$ cat config.mk
export PLATFORM = sky130hd
export DESIGN_NAME = serial_frame_receiver_dp_parser
export DESIGN_NICKNAME = d
export VERILOG_FILES = /design/src/sv/sfrdp_pkg.sv /design/src/sv/sfrdp_ctrl.sv /design/src/sv/sfrdp_dpath.sv /design/src/sv/serial_frame_receiver_dp_parser.sv
export VERILOG_INCLUDE_DIRS = /design/src /design/src/sv
export SDC_FILE = /design/constraint.sdc
export NUM_CORES = 1
export LEC_CHECK = 0
export ABC_AREA = 0
export BUFFER_PORTS_ARGS = -buffer_cell sky130_fd_sc_hd__clkbuf_2
export CORE_MARGIN = 1.5
export CORE_UTILIZATION = 59
export CTS_CLUSTER_SIZE = 20
export DETAILED_ROUTE_END_ITERATION = 8
export PLACE_DENSITY = 0.8
export REMOVE_ABC_BUFFERS = 1
export SETUP_SLACK_MARGIN = 0.1
export SLEW_MARGIN = 20
export SYNTH_ARGS = -nofsm -noshare
export SYNTH_HDL_FRONTEND = slang
export SYNTH_SLANG_ARGS = --single-unit
$ cat constraint.sdc
create_clock -name clk -period 6.35 [get_ports clk]
set_input_delay 0 -clock clk [delete_from_list [all_inputs] [get_ports clk]]
set_output_delay 0 -clock clk [all_outputs]
set_load 0.05 [all_outputs]
$ cat src/sv/serial_frame_receiver_dp_parser_macros.svh
// Assertion macros for the serial frame receiver with data-point parser.
// Included by the modules that carry concurrent checks; needs clk and arst_n in scope.
`ifndef SERIAL_FRAME_RECEIVER_DP_PARSER_MACROS_SVH
`define SERIAL_FRAME_RECEIVER_DP_PARSER_MACROS_SVH
`ifndef NO_ASSERTIONS
// Same-cycle implication, checked out of reset.
`define SFRDP_ASSERT_IMPL(lbl, ante, cons) \
	lbl: assert property (@(posedge clk) disable iff (!arst_n) (ante) |-> (cons)) \
		else $error("sfrdp assertion failed");
// Next-cycle implication, checked out of reset.
`define SFRDP_ASSERT_NEXT(lbl, ante, cons) \
	lbl: assert property (@(posedge clk) disable iff (!arst_n) (ante) |=> (cons)) \
		else $error("sfrdp assertion failed");
`else
`define SFRDP_ASSERT_IMPL(lbl, ante, cons)
`define SFRDP_ASSERT_NEXT(lbl, ante, cons)
`endif
`endif

$ cat src/sv/sfrdp_pkg.sv
// Shared types and constants of the serial frame receiver with data-point parser.
// No dependencies; imported by the controller, the datapath and the top level.
package sfrdp_pkg;

	localparam int DefMaxPayload = 128;
	localparam int MaxRecords = 32;
	localparam int RecHdrLen = 4;
	localparam int RecBufLen = 8;

	localparam logic [7:0] SYNC_FIRST = 8'h55;
	localparam logic [7:0] SYNC_SECOND = 8'hAA;
	localparam logic [7:0] CMD_DATAPOINT = 8'h07;

	typedef enum logic [1:0] {
		STAT_OK = 2'd0,
		STAT_BAD_SUM = 2'd1,
		STAT_TOO_LONG = 2'd2
	} frame_status_t;

	typedef enum logic {
		KIND_SUMMARY = 1'b0,
		KIND_RECORD = 1'b1
	} result_kind_t;

	typedef struct packed {
		logic skip1;
		logic skip2;
		logic clr_skip;
		logic sum_init;
		logic sum_add;
		logic ld_ver;
		logic ld_cmd;
		logic ld_lenh;
		logic ld_lenl;
		logic pay_wr;
		logic ld_status;
		logic out_summ;
		logic out_rec;
		logic walk_start;
		logic fetch_clr;
		logic fetch_step;
	} sfrdp_cmd_t;

	typedef struct packed {
		logic is_sync_first;
		logic is_sync_second;
		logic len_zero;
		logic pay_last;
		logic out_free;
		logic walk_first;
		logic walk_more;
		logic fetch_done;
	} sfrdp_sts_t;

endpackage

$ cat src/sv/sfrdp_ctrl.sv
// Controller of the frame receiver: frame phase and record-walk sequencing.
// Depends on sfrdp_pkg; drives commands to sfrdp_dpath and reads its status.
module sfrdp_ctrl import sfrdp_pkg::*; (
	input  logic       clk,
	input  logic       arst_n,
	input  logic       byte_valid,
	output logic       byte_ready,
	input  sfrdp_sts_t sts,
	output sfrdp_cmd_t cmd
);

	typedef enum logic [10:0] {
		S_HUNT  = 11'b000_0000_0001,
		S_HDR2  = 11'b000_0000_0010,
		S_VER   = 11'b000_0000_0100,
		S_CMD   = 11'b000_0000_1000,
		S_LENH  = 11'b000_0001_0000,
		S_LENL  = 11'b000_0010_0000,
		S_PAY   = 11'b000_0100_0000,
		S_CSUM  = 11'b000_1000_0000,
		S_SUMM  = 11'b001_0000_0000,
		S_FETCH = 11'b010_0000_0000,
		S_REC   = 11'b100_0000_0000
	} state_t;

	state_t state_q, state_d;
	logic   take;

	assign take = byte_valid && byte_ready;

	always_comb begin
		state_d = state_q;
		cmd = '0;
		byte_ready = 1'b0;
		unique case (state_q)
			S_HUNT: begin
				byte_ready = 1'b1;
				if (take) begin
					if (sts.is_sync_first) state_d = S_HDR2;
					else cmd.skip1 = 1'b1;
				end
			end
			S_HDR2: begin
				byte_ready = 1'b1;
				if (take) begin
					if (sts.is_sync_second) begin
						cmd.sum_init = 1'b1;
						state_d = S_VER;
					end else if (sts.is_sync_first) begin
						cmd.skip1 = 1'b1;
					end else begin
						cmd.skip2 = 1'b1;
						state_d = S_HUNT;
					end
				end
			end
			S_VER: begin
				byte_ready = 1'b1;
				if (take) begin
					cmd.ld_ver = 1'b1;
					cmd.sum_add = 1'b1;
					state_d = S_CMD;
				end
			end
			S_CMD: begin
				byte_ready = 1'b1;
				if (take) begin
					cmd.ld_cmd = 1'b1;
					cmd.sum_add = 1'b1;
					state_d = S_LENH;
				end
			end
			S_LENH: begin
				byte_ready = 1'b1;
				if (take) begin
					cmd.ld_lenh = 1'b1;
					cmd.sum_add = 1'b1;
					state_d = S_LENL;
				end
			end
			S_LENL: begin
				byte_ready = 1'b1;
				if (take) begin
					cmd.ld_lenl = 1'b1;
					cmd.sum_add = 1'b1;
					state_d = sts.len_zero ? S_CSUM : S_PAY;
				end
			end
			S_PAY: begin
				byte_ready = 1'b1;
				if (take) begin
					cmd.pay_wr = 1'b1;
					cmd.sum_add = 1'b1;
					if (sts.pay_last) state_d = S_CSUM;
				end
			end
			S_CSUM: begin
				byte_ready = 1'b1;
				if (take) begin
					cmd.ld_status = 1'b1;
					state_d = S_SUMM;
				end
			end
			S_SUMM: begin
				if (sts.out_free) begin
					cmd.out_summ = 1'b1;
					if (sts.walk_first) begin
						cmd.walk_start = 1'b1;
						state_d = S_FETCH;
					end else begin
						cmd.clr_skip = 1'b1;
						state_d = S_HUNT;
					end
				end
			end
			S_FETCH: begin
				cmd.fetch_step = 1'b1;
				if (sts.fetch_done) state_d = S_REC;
			end
			S_REC: begin
				if (sts.out_free) begin
					cmd.out_rec = 1'b1;
					if (sts.walk_more) begin
						cmd.fetch_clr = 1'b1;
						state_d = S_FETCH;
					end else begin
						cmd.clr_skip = 1'b1;
						state_d = S_HUNT;
					end
				end
			end
			default: begin
				state_d = S_HUNT;
			end
		endcase
	end

	always_ff @(posedge clk or negedge arst_n) begin
		if (!arst_n) state_q <= S_HUNT;
		else state_q <= state_d;
	end

endmodule

$ cat src/sv/sfrdp_dpath.sv
// Datapath of the frame receiver: frame registers, payload store, record fetch
// and the result register. Depends on sfrdp_pkg and the assertion macro header.
`include "serial_frame_receiver_dp_parser_macros.svh"
module sfrdp_dpath import sfrdp_pkg::*; #(
	parameter int MAX_PAYLOAD = DefMaxPayload
) (
	input  logic               clk,
	input  logic               arst_n,
	input  logic [7:0]         rx_byte,
	input  sfrdp_cmd_t         cmd,
	output sfrdp_sts_t         sts,
	output logic               res_valid,
	input  logic               res_ready,
	output logic               kind,
	output logic [1:0]         status,
	output logic [7:0]         version,
	output logic [7:0]         command,
	output logic [15:0]        frame_length,
	output logic [15:0]        skipped_bytes,
	output logic [7:0]         dp_id,
	output logic [7:0]         dp_type,
	output logic [15:0]        dp_length,
	output logic signed [31:0] dp_value,
	output logic               last
);

	localparam int AW = $clog2(MAX_PAYLOAD);
	localparam logic [15:0] MaxLen = 16'(MAX_PAYLOAD);
	localparam int FetchDone = RecBufLen + 1;
	localparam int FW = $clog2(FetchDone + 1);
	localparam int IW = $clog2(RecBufLen);
	localparam int RW = $clog2(MaxRecords + 1);

	logic [7:0]    mem [MAX_PAYLOAD];

	logic [7:0]    version_q, command_q, sum_q;
	logic [15:0]   len_q, cnt_q, skip_q;
	frame_status_t status_q;

	logic [16:0]   ofs_q;
	logic [RW-1:0] rec_cnt_q;
	logic [FW-1:0] fetch_q;
	logic [7:0]    rec_q [RecBufLen];

	logic [7:0]    rd_s1;
	logic          zero_s1, cap_v_s1;
	logic [IW-1:0] cap_idx_s1;

	logic          mem_we, issue, fetch_done;
	logic [16:0]   pos, ofs_nxt, skip_sum;
	logic [15:0]   dl;
	logic [31:0]   value;
	logic          walk_first, walk_more;

	assign mem_we = cmd.pay_wr && (len_q <= MaxLen) && (cnt_q < MaxLen);
	assign issue = cmd.fetch_step && (fetch_q < FW'(RecBufLen));
	assign fetch_done = (fetch_q == FW'(FetchDone));
	assign pos = ofs_q + 17'(fetch_q[IW-1:0]);

	assign dl = {rec_q[2], rec_q[3]};
	assign ofs_nxt = ofs_q + 17'(RecHdrLen) + 17'(dl);

	always_comb begin
		if (dl == 16'd1) value = {24'd0, rec_q[4]};
		else if (dl == 16'd4) value = {rec_q[4], rec_q[5], rec_q[6], rec_q[7]};
		else value = '0;
	end

	assign walk_first = (status_q == STAT_OK) && (command_q == CMD_DATAPOINT) &&
		(len_q >= 16'(RecHdrLen));
	// Another record follows only if its header fits and the per-frame limit allows it.
	assign walk_more = ((ofs_nxt + 17'(RecHdrLen)) <= {1'b0, len_q}) &&
		((rec_cnt_q + RW'(1)) < RW'(MaxRecords));

	assign skip_sum = {1'b0, skip_q} + (cmd.skip2 ? 17'd2 : 17'd1);

	assign sts.is_sync_first = (rx_byte == SYNC_FIRST);
	assign sts.is_sync_second = (rx_byte == SYNC_SECOND);
	assign sts.len_zero = ({len_q[15:8], rx_byte} == 16'd0);
	assign sts.pay_last = ((17'(cnt_q) + 17'd1) >= {1'b0, len_q});
	assign sts.out_free = !res_valid || res_ready;
	assign sts.walk_first = walk_first;
	assign sts.walk_more = walk_more;
	assign sts.fetch_done = fetch_done;

	// Payload store and its registered read port.
	always_ff @(posedge clk) begin
		if (mem_we) mem[cnt_q[AW-1:0]] <= rx_byte;
		if (issue) rd_s1 <= mem[pos[AW-1:0]];
	end

	// Frame registers.
	always_ff @(posedge clk) begin
		if (cmd.ld_ver) version_q <= rx_byte;
		if (cmd.ld_cmd) command_q <= rx_byte;
		if (cmd.ld_lenh) len_q <= {rx_byte, 8'h00};
		if (cmd.ld_lenl) len_q[7:0] <= rx_byte;
		if (cmd.ld_lenl) cnt_q <= '0;
		else if (cmd.pay_wr) cnt_q <= cnt_q + 16'd1;
		if (cmd.sum_init) sum_q <= SYNC_FIRST + SYNC_SECOND;
		else if (cmd.sum_add) sum_q <= sum_q + rx_byte;
		if (cmd.ld_status) begin
			if (len_q > MaxLen) status_q <= STAT_TOO_LONG;
			else if (sum_q != rx_byte) status_q <= STAT_BAD_SUM;
			else status_q <= STAT_OK;
		end
	end

	always_ff @(posedge clk or negedge arst_n) begin
		if (!arst_n) begin
			skip_q <= '0;
		end else if (cmd.clr_skip) begin
			skip_q <= '0;
		end else if (cmd.skip1 || cmd.skip2) begin
			skip_q <= skip_sum[16] ? 16'hFFFF : skip_sum[15:0];
		end
	end

	// Record walk: offset, record count and the eight-byte fetch window.
	always_ff @(posedge clk) begin
		if (cmd.walk_start) begin
			ofs_q <= '0;
			rec_cnt_q <= '0;
		end else if (cmd.out_rec) begin
			ofs_q <= ofs_nxt;
			rec_cnt_q <= rec_cnt_q + RW'(1);
		end
		zero_s1 <= (pos >= {1'b0, len_q});
		cap_idx_s1 <= fetch_q[IW-1:0];
		if (cap_v_s1) rec_q[cap_idx_s1] <= zero_s1 ? 8'd0 : rd_s1;
	end

	always_ff @(posedge clk or negedge arst_n) begin
		if (!arst_n) begin
			fetch_q <= '0;
			cap_v_s1 <= 1'b0;
		end else begin
			cap_v_s1 <= issue;
			if (cmd.walk_start || cmd.fetch_clr) fetch_q <= '0;
			else if (cmd.fetch_step && !fetch_done) fetch_q <= fetch_q + FW'(1);
		end
	end

	// Result register.
	always_ff @(posedge clk or negedge arst_n) begin
		if (!arst_n) res_valid <= 1'b0;
		else if (cmd.out_summ || cmd.out_rec) res_valid <= 1'b1;
		else if (res_ready) res_valid <= 1'b0;
	end

	always_ff @(posedge clk) begin
		if (cmd.out_summ || cmd.out_rec) begin
			version <= version_q;
			command <= command_q;
			frame_length <= len_q;
			skipped_bytes <= skip_q;
		end
		if (cmd.out_summ) begin
			kind <= KIND_SUMMARY;
			status <= status_q;
			dp_id <= '0;
			dp_type <= '0;
			dp_length <= '0;
			dp_value <= '0;
			last <= !walk_first;
		end else if (cmd.out_rec) begin
			kind <= KIND_RECORD;
			status <= STAT_OK;
			dp_id <= rec_q[0];
			dp_type <= rec_q[1];
			dp_length <= dl;
			dp_value <= signed'(value);
			last <= !walk_more;
		end
	end

	`SFRDP_ASSERT_IMPL(a_rec_after_fetch, cmd.out_rec, fetch_done)
	`SFRDP_ASSERT_IMPL(a_store_only_fits, mem_we, len_q <= MaxLen)
	`SFRDP_ASSERT_NEXT(a_walk_from_zero, cmd.walk_start, ofs_q == '0 && rec_cnt_q == '0)
	`SFRDP_ASSERT_IMPL(a_walk_ok, cmd.walk_start, status_q == STAT_OK)
	`SFRDP_ASSERT_IMPL(a_rec_limit, cmd.out_rec, rec_cnt_q < RW'(MaxRecords))

endmodule

$ cat src/sv/serial_frame_receiver_dp_parser.sv
// Channel   Handshake                Words
// byte      byte_valid / byte_ready  rx_byte
// result    res_valid / res_ready    kind status version command frame_length
//                                    skipped_bytes dp_id dp_type dp_length dp_value last
// The checksum byte is followed by loading the frame summary, then for each record
// by reading eight store bytes through the registered read port of the payload store
// and loading the record.
// Bytes are refused after the checksum byte until the last word of the frame is loaded.
// A stalled result holds the walk; reset clears the controller and returns to header hunting.
// Top level of the serial frame receiver; depends on sfrdp_pkg, sfrdp_ctrl and sfrdp_dpath.
module serial_frame_receiver_dp_parser import sfrdp_pkg::*; #(
	parameter int MAX_PAYLOAD = DefMaxPayload
) (
	input  logic               clk,
	input  logic               arst_n,
	input  logic               byte_valid,
	output logic               byte_ready,
	input  logic [7:0]         rx_byte,
	output logic               res_valid,
	input  logic               res_ready,
	output logic               kind,
	output logic [1:0]         status,
	output logic [7:0]         version,
	output logic [7:0]         command,
	output logic [15:0]        frame_length,
	output logic [15:0]        skipped_bytes,
	output logic [7:0]         dp_id,
	output logic [7:0]         dp_type,
	output logic [15:0]        dp_length,
	output logic signed [31:0] dp_value,
	output logic               last
);

	sfrdp_cmd_t cmd;
	sfrdp_sts_t sts;

	sfrdp_ctrl u_ctrl (
		.clk        (clk),
		.arst_n     (arst_n),
		.byte_valid (byte_valid),
		.byte_ready (byte_ready),
		.sts        (sts),
		.cmd        (cmd)
	);

	sfrdp_dpath #(
		.MAX_PAYLOAD (MAX_PAYLOAD)
	) u_dpath (
		.clk           (clk),
		.arst_n        (arst_n),
		.rx_byte       (rx_byte),
		.cmd           (cmd),
		.sts           (sts),
		.res_valid     (res_valid),
		.res_ready     (res_ready),
		.kind          (kind),
		.status        (status),
		.version       (version),
		.command       (command),
		.frame_length  (frame_length),
		.skipped_bytes (skipped_bytes),
		.dp_id         (dp_id),
		.dp_type       (dp_type),
		.dp_length     (dp_length),
		.dp_value      (dp_value),
		.last          (last)
	);

endmodule
# Word-level counts from Yosys, hierarchy flattened
# Memories as Yosys holds them, arrays and structs flattened. A register that Yosys moved wholly into a read port is not among the register bits.
# Cells that the tools add are included.
# W data, S select, Z words.
# totals
ff_bits	218
ramBits	1088
input_bits	12
output_inout_bits	118
word_cells	180
memories	2
# classes
add_sub_neg	10
magnitude_cmp	9
n_eq_ne	32
muxes	76
reduce_logical	26
# mem_list
name	depth	word_bits	rd	rd_clocked_by_memory_dff	write_ports	line_no	source
u_dpath.mem	128	8	1	1	1	sfrdp_dpath.sv:34	logic [7:0] mem [MAX_PAYLOAD];
u_dpath.rec_q	8	8	8	2	1	sfrdp_dpath.sv:43	logic [7:0] rec_q [RecBufLen];
# ops
cell	n
$mux W11	15
$pmux W11 S11	1
$mux W32	2
$mux W16	3
$mux W1	38
$add A17 B3 Y17 const B	2
$ge A17 B16 Y1	2
$mux W8	4
$mux W10	2
$ne A2 B1 Y1 const B	9
$add A16 B1 Y17 const B	1
$add A16 B17 Y17	1
$add A17 B16 Y17	1
$add A17 B3 Y17	1
$le A17 B16 Y1	1
$add A16 B1 Y16 const B	1
$eq A16 B1 Y1 const B	1
$eq A16 B3 Y1 const B	1
$ge A16 B3 Y1 const B	1
$gt A16 B8 Y1 const B	1
$le A16 B8 Y1 const B	1
$logic_not A16 Y1	1
$lt A16 B8 Y1 const B	1
$reduce_and A14 Y1	1
other kinds (33)	61

# Longest topological paths before layout
# depth
word_depth	11
depth_mapped	24
ltp_nobuf	23

# By module
# From an unflattened synthesis, not the netlist that was laid out.
# hier_totals
hier_cells	2980
area_unflattened_um2	54120.7
# modules_own_cells
module	instances	cells_each	area_per_inst_um2	seq_area_each_um2
sfrdp_dpath	1	2854	53049.6	38336.8
sfrdp_ctrl	1	126	1071.0	276.5

# Worst setup path before layout
# OpenSTA, ideal clock, no wires.
# synth_timing
kind	register to register
from	memory u_dpath.rec_q[3][1]
to	register u_dpath.skip_q[7]
t_arrival_ns	4.860
required_time_ns	6.225
setup_slack_ns	1.365
path_stages_with_launch	25
n_path_buf	1
period_less_slack_ns	4.985
path_cell_list	edfxtp_1 ha_1 ha_1 inv_1 fa_1 nor2b_4 o311a_1 o21ai_0 a211oi_4 nand2_1 or4_1 nor2_1 nand3_1 xnor2_1 ha_1 nand4_1 nor2_1 nand3_1 o21ai_0 o21ai_0 nor2_1 mux2_4 a21oi_4 buf_6 nor2_1
# synth_rtl
element	line_no	source
start, declared	sfrdp_dpath.sv:43	
end signal, assigned	sfrdp_dpath.sv:115	skip_q <= skip_sum[16] ? 16'hFFFF : skip_sum[15:0];
end, declared	sfrdp_dpath.sv:37	logic [15:0] len_q, cnt_q, skip_q;

==> impl_results.md <==
- Hold Buf Count CTS: 14
- Largest net degree at the start of global routing: 121
- GPL Wtd Cong: slightly above 0.9
- H-tree levels: 4
- Routed WL per cell: 28.9 um
- Vias: 30200
- Slew HR: 0.238
- Num rows: between 100 and 150
- Final Hold Fails: 0
- Tmin final: 5.77 ns
- DRC Markers: 0
- Yosys cell types: 83
- Post-route ant nets: 0
- Worst-Skew Late Latency: around 0.75 ns
- Clock Skew: 0.0352 ns
- Syn Inst Count: 3092
- Syn-to-layout area delta: 11.8%
- Core Area: 90400 sq um
- Post-Syn Area: 54100 sq um
- Die ar.: 93500 sq um
- Leak: 19.4 nW
- Slew @ Worst Pin: 1.13 ns
- Die width: 306 um
- Nets@finish: roughly 3400
- Critical path type: reg -> reg
- Ports: 130
- Max cap viols: 0
- I/O Buffers: 129
- CTS tree: done
- Die Span Y: between 300 and 400 um
- Clock transition at the registers of the reported paths: 0.06 ns
- Hold path start: rx_byte[3]
- VDD IR max: 0.000328 V
- Setup WS pre-CTS: 0.652 ns
- Yosys warnings: 0
- Nature of the critical path endpoint: flop
- Via density per instance: 6.65
- Net Switching: about 0.0036 W
- Initial Util: 0.598
- Worst EP arrival: 6.36 ns
- Post_cts resized: 0
- Iter 0 DRT Violations: roughly 3900
- Clock power frac: 0.430
- Initial antenna violation count: 4
- Yosys reg bits: 1330
- Syn Area/Cell: 17.5 sq um
- Status: complete, no violations
- Drt pass-1 iters: 8
- Post-synth EDFFs: around 1200
- Crit. Startpoint: u_dpath.rec_q[3][1]
- CTS buffer count: 132
- Clock sinks: around 1300
- Reg2reg start: u_dpath.rec_q[3][1]
- Clock Path Buffers: 3
- Net switching share of the total power: 0.207
- Routed WL: 132000 um
- Final period utilization: 0.909
- Setup violators final: 0
- Vias in the first global route: 30400
- Crit-path max FO: 16
- Int Power: 0.0139 W
- Root Buffer: clkbuf_16
- Setup TNS: 0 ns
- Crit path launch type: flop
- Min setup slack post-route: 0.578 ns
- Share of the yosys chip area belonging to registers: 0.714
- Pwr per Cell Area: 289 nW/um^2
- WP data required: roughly 6.9 ns
- RSZ-0062 raised after global routing: no
- Hold Path Class: in -> reg
- Comb power frac: 0.023
- Gr ovfl total: 0
- Achievable frequency: 0.173 GHz
- Primary FF master, synth: edfxtp_1
- Ratio of cells with drive above 1 in the final layout: 0.215
- Seq pwr share: 0.547
- Setup Fix Bufs, Post-CTS: 0
- DP Wirelength: around 80000 um
- Post-synthesis async set-or-reset flop share: 0.0248
- Max Slew Vio Count: 0
- GRT Total Usage: 0.287
- First-pass GRT wire length: 196000 um
## power groups by stage
| stage | registers, W | clock network, W | logic, W |
|---|---|---|---|
| after floorplan | 0.00974 | 0 | 0.000179 |
| after global placement | 0.00975 | 0 | 0.000353 |
| after detailed placement | 0.00975 | 0 | 0.000380 |
| after CTS | 0.00957 | 0.00760 | 0.000391 |
| after global routing | 0.00957 | 0.00793 | 0.000433 |
| final | 0.00957 | 0.00752 | 0.000397 |
## per-stage QoR
step | util | area, sq um | hold slack [ns] | power [W] | instances
after floorplan | - | 53500 | -0.296 | 0.00992 | 2943
after global placement | 0.621 | 56100 | 0.116 | 0.0101 | 4296
after detailed placement | 0.621 | 56100 | 0.151 | 0.0101 | 4296
after CTS | 0.668 | 60400 | 0.209 | 0.0176 | 4549
after global routing | 0.668 | 60400 | 0.230 | 0.0179 | 4549
final | 0.668 | 60400 | 0.257 | 0.0175 | 4551
## synthesized netlist by cell type, types with 5 or more instances
library cell  instances  area share
edfxtp_1           1181        0.66
mux4_2              320        0.13
nor2_1              267       0.019
nand2_1             246       0.017
dfxtp_1             116       0.043
ha_1                 96       0.022
clkbuf_1             94      0.0065
a21oi_1              93      0.0086
nand3_1              80      0.0074
inv_1                48      0.0033
xnor2_1              47      0.0076
nor3_1               41      0.0038
buf_1                39      0.0027
o21ai_0              38      0.0035
xor2_1               38      0.0062
nor2b_1              33      0.0038
dfrtp_1              32       0.015
a22oi_1              24      0.0033
nand4_1              18      0.0021
a21o_1               17      0.0024
nor4_1               16      0.0019
buf_2                14      0.0013
and4_1               13      0.0021
and3_1               12      0.0014
o21a_1               12      0.0017
and2_1               11      0.0013
or3_1                11      0.0013
o211ai_1             10      0.0014
a221oi_1              9      0.0015
nand2b_1              8     0.00093
nor3b_1               8      0.0011
a211oi_1              7     0.00097
or4_1                 6     0.00083
mux2i_1               5     0.00093
## kinds of logic after synthesis
group | synth area share
xor+xnor | 0.0138
mux | 0.135
simple gates | 0.0677
fa+ha+maj | 0.0237
compound gates | 0.0319
flops | 0.714
buf+inv | 0.0142
## worst max-delay path, stage by stage, from the launching register on
cell and delay (ns):
edfxtp_1 0.45, ha_1 0.32, ha_1 0.18, inv_1 0.07
fa_1 0.49, nor2b_4 0.16, o311a_1 0.26, o21ai_0 0.17
a211oi_4 0.40, nand2_1 0.12, or4_1 0.58, nor2_1 0.19
nand3_1 0.12, xnor2_1 0.24, ha_1 0.29, nand4_1 0.10
nor2_1 0.04, nand3_1 0.08, o21ai_0 0.08, o21ai_0 0.35
nor2_1 0.09, mux2_4 0.34, a21oi_4 0.39, nor3_1 0.12
## routing by layer
layer	GRT usage	share of wire	up-vias
met5	0	0.00018	-
met4	0.122	0.043	4
met3	0.0578	0.099	323
met2	0.471	0.50	1961
met1	0.379	0.36	15400
li1	-	-	12600
## flip-flops by register name (all words and copies together), names as in the netlist, 6 cells and up
name	cells
u_dpath.mem	1024
u_dpath.rec_q	64
u_dpath.dp_value	32
u_dpath.ofs_q	17
u_dpath.cnt_q	16
u_dpath.dp_length	16
u_dpath.frame_length	16
u_dpath.len_q	16
u_dpath.skip_q	16
u_dpath.skipped_bytes	16
u_ctrl.state_q	11
dp_id	8
dp_type	8
u_dpath.command	8
u_dpath.command_q	8
u_dpath.rd_s1	8
u_dpath.sum_q	8
u_dpath.version	8
u_dpath.version_q	8
u_dpath.rec_cnt_q	6
## worst paths after layout
kind | slack (ns) | endpoint | cells after the start
setup / recovery | 0.58 | u_dpath.skip_q[2] | 23
hold / removal | 0.26 | u_dpath.mem[36][3] | 2
setup reg to reg | 0.58 | u_dpath.skip_q[2] | 23
hold reg to reg | 0.43 | u_dpath.version[2] | 0
max in group asynchronous | 5.77 | u_ctrl.state_q[2] | 4
min in group asynchronous | 0.39 | u_ctrl.state_q[0] | 3
## cell type report
type | count | area (sq um)
repair buffers | 191 | 1250
flip-flops and latches | 1330 | 38600
multi-input cells | 1565 | 14800
inverters | 48 | 180
diodes | 2 | 5.00
well taps | 1176 | 1470
fillers | 5700 | 30000
clock buffers | 169 | 3570
clock inverters | 70 | 574
## layout by cell type, fill, tap and decap left out, types with 12 or more instances in the layout
| cell | count |
|---|---|
| edfxtp_1 | 1181 |
| clkbuf_2 | 121 |
| nor2_1 | 265 |
| o21a_1 | 12 |
| inv_1 | 48 |
| ha_1 | 95 |
| clkbuf_1 | 29 |
| clkinv_1 | 21 |
| a21o_1 | 17 |
| nand2_1 | 244 |
| nand3_1 | 80 |
| nor2b_1 | 32 |
| mux4_2 | 320 |
| and3_1 | 12 |
| dlygate4sd3_1 | 13 |
| xor2_1 | 37 |
| a21oi_1 | 93 |
| xnor2_1 | 45 |
| nor4_1 | 16 |
| and4_1 | 13 |
| buf_4 | 49 |
| o21ai_0 | 38 |
| nor3_1 | 38 |
| dfxtp_1 | 116 |
| dfrtp_1 | 32 |
| clkbuf_16 | 136 |
| a22oi_1 | 24 |
| nand4_1 | 18 |
| clkinv_2 | 25 |
Note: power is estimated with default switching activity, not from simulation.
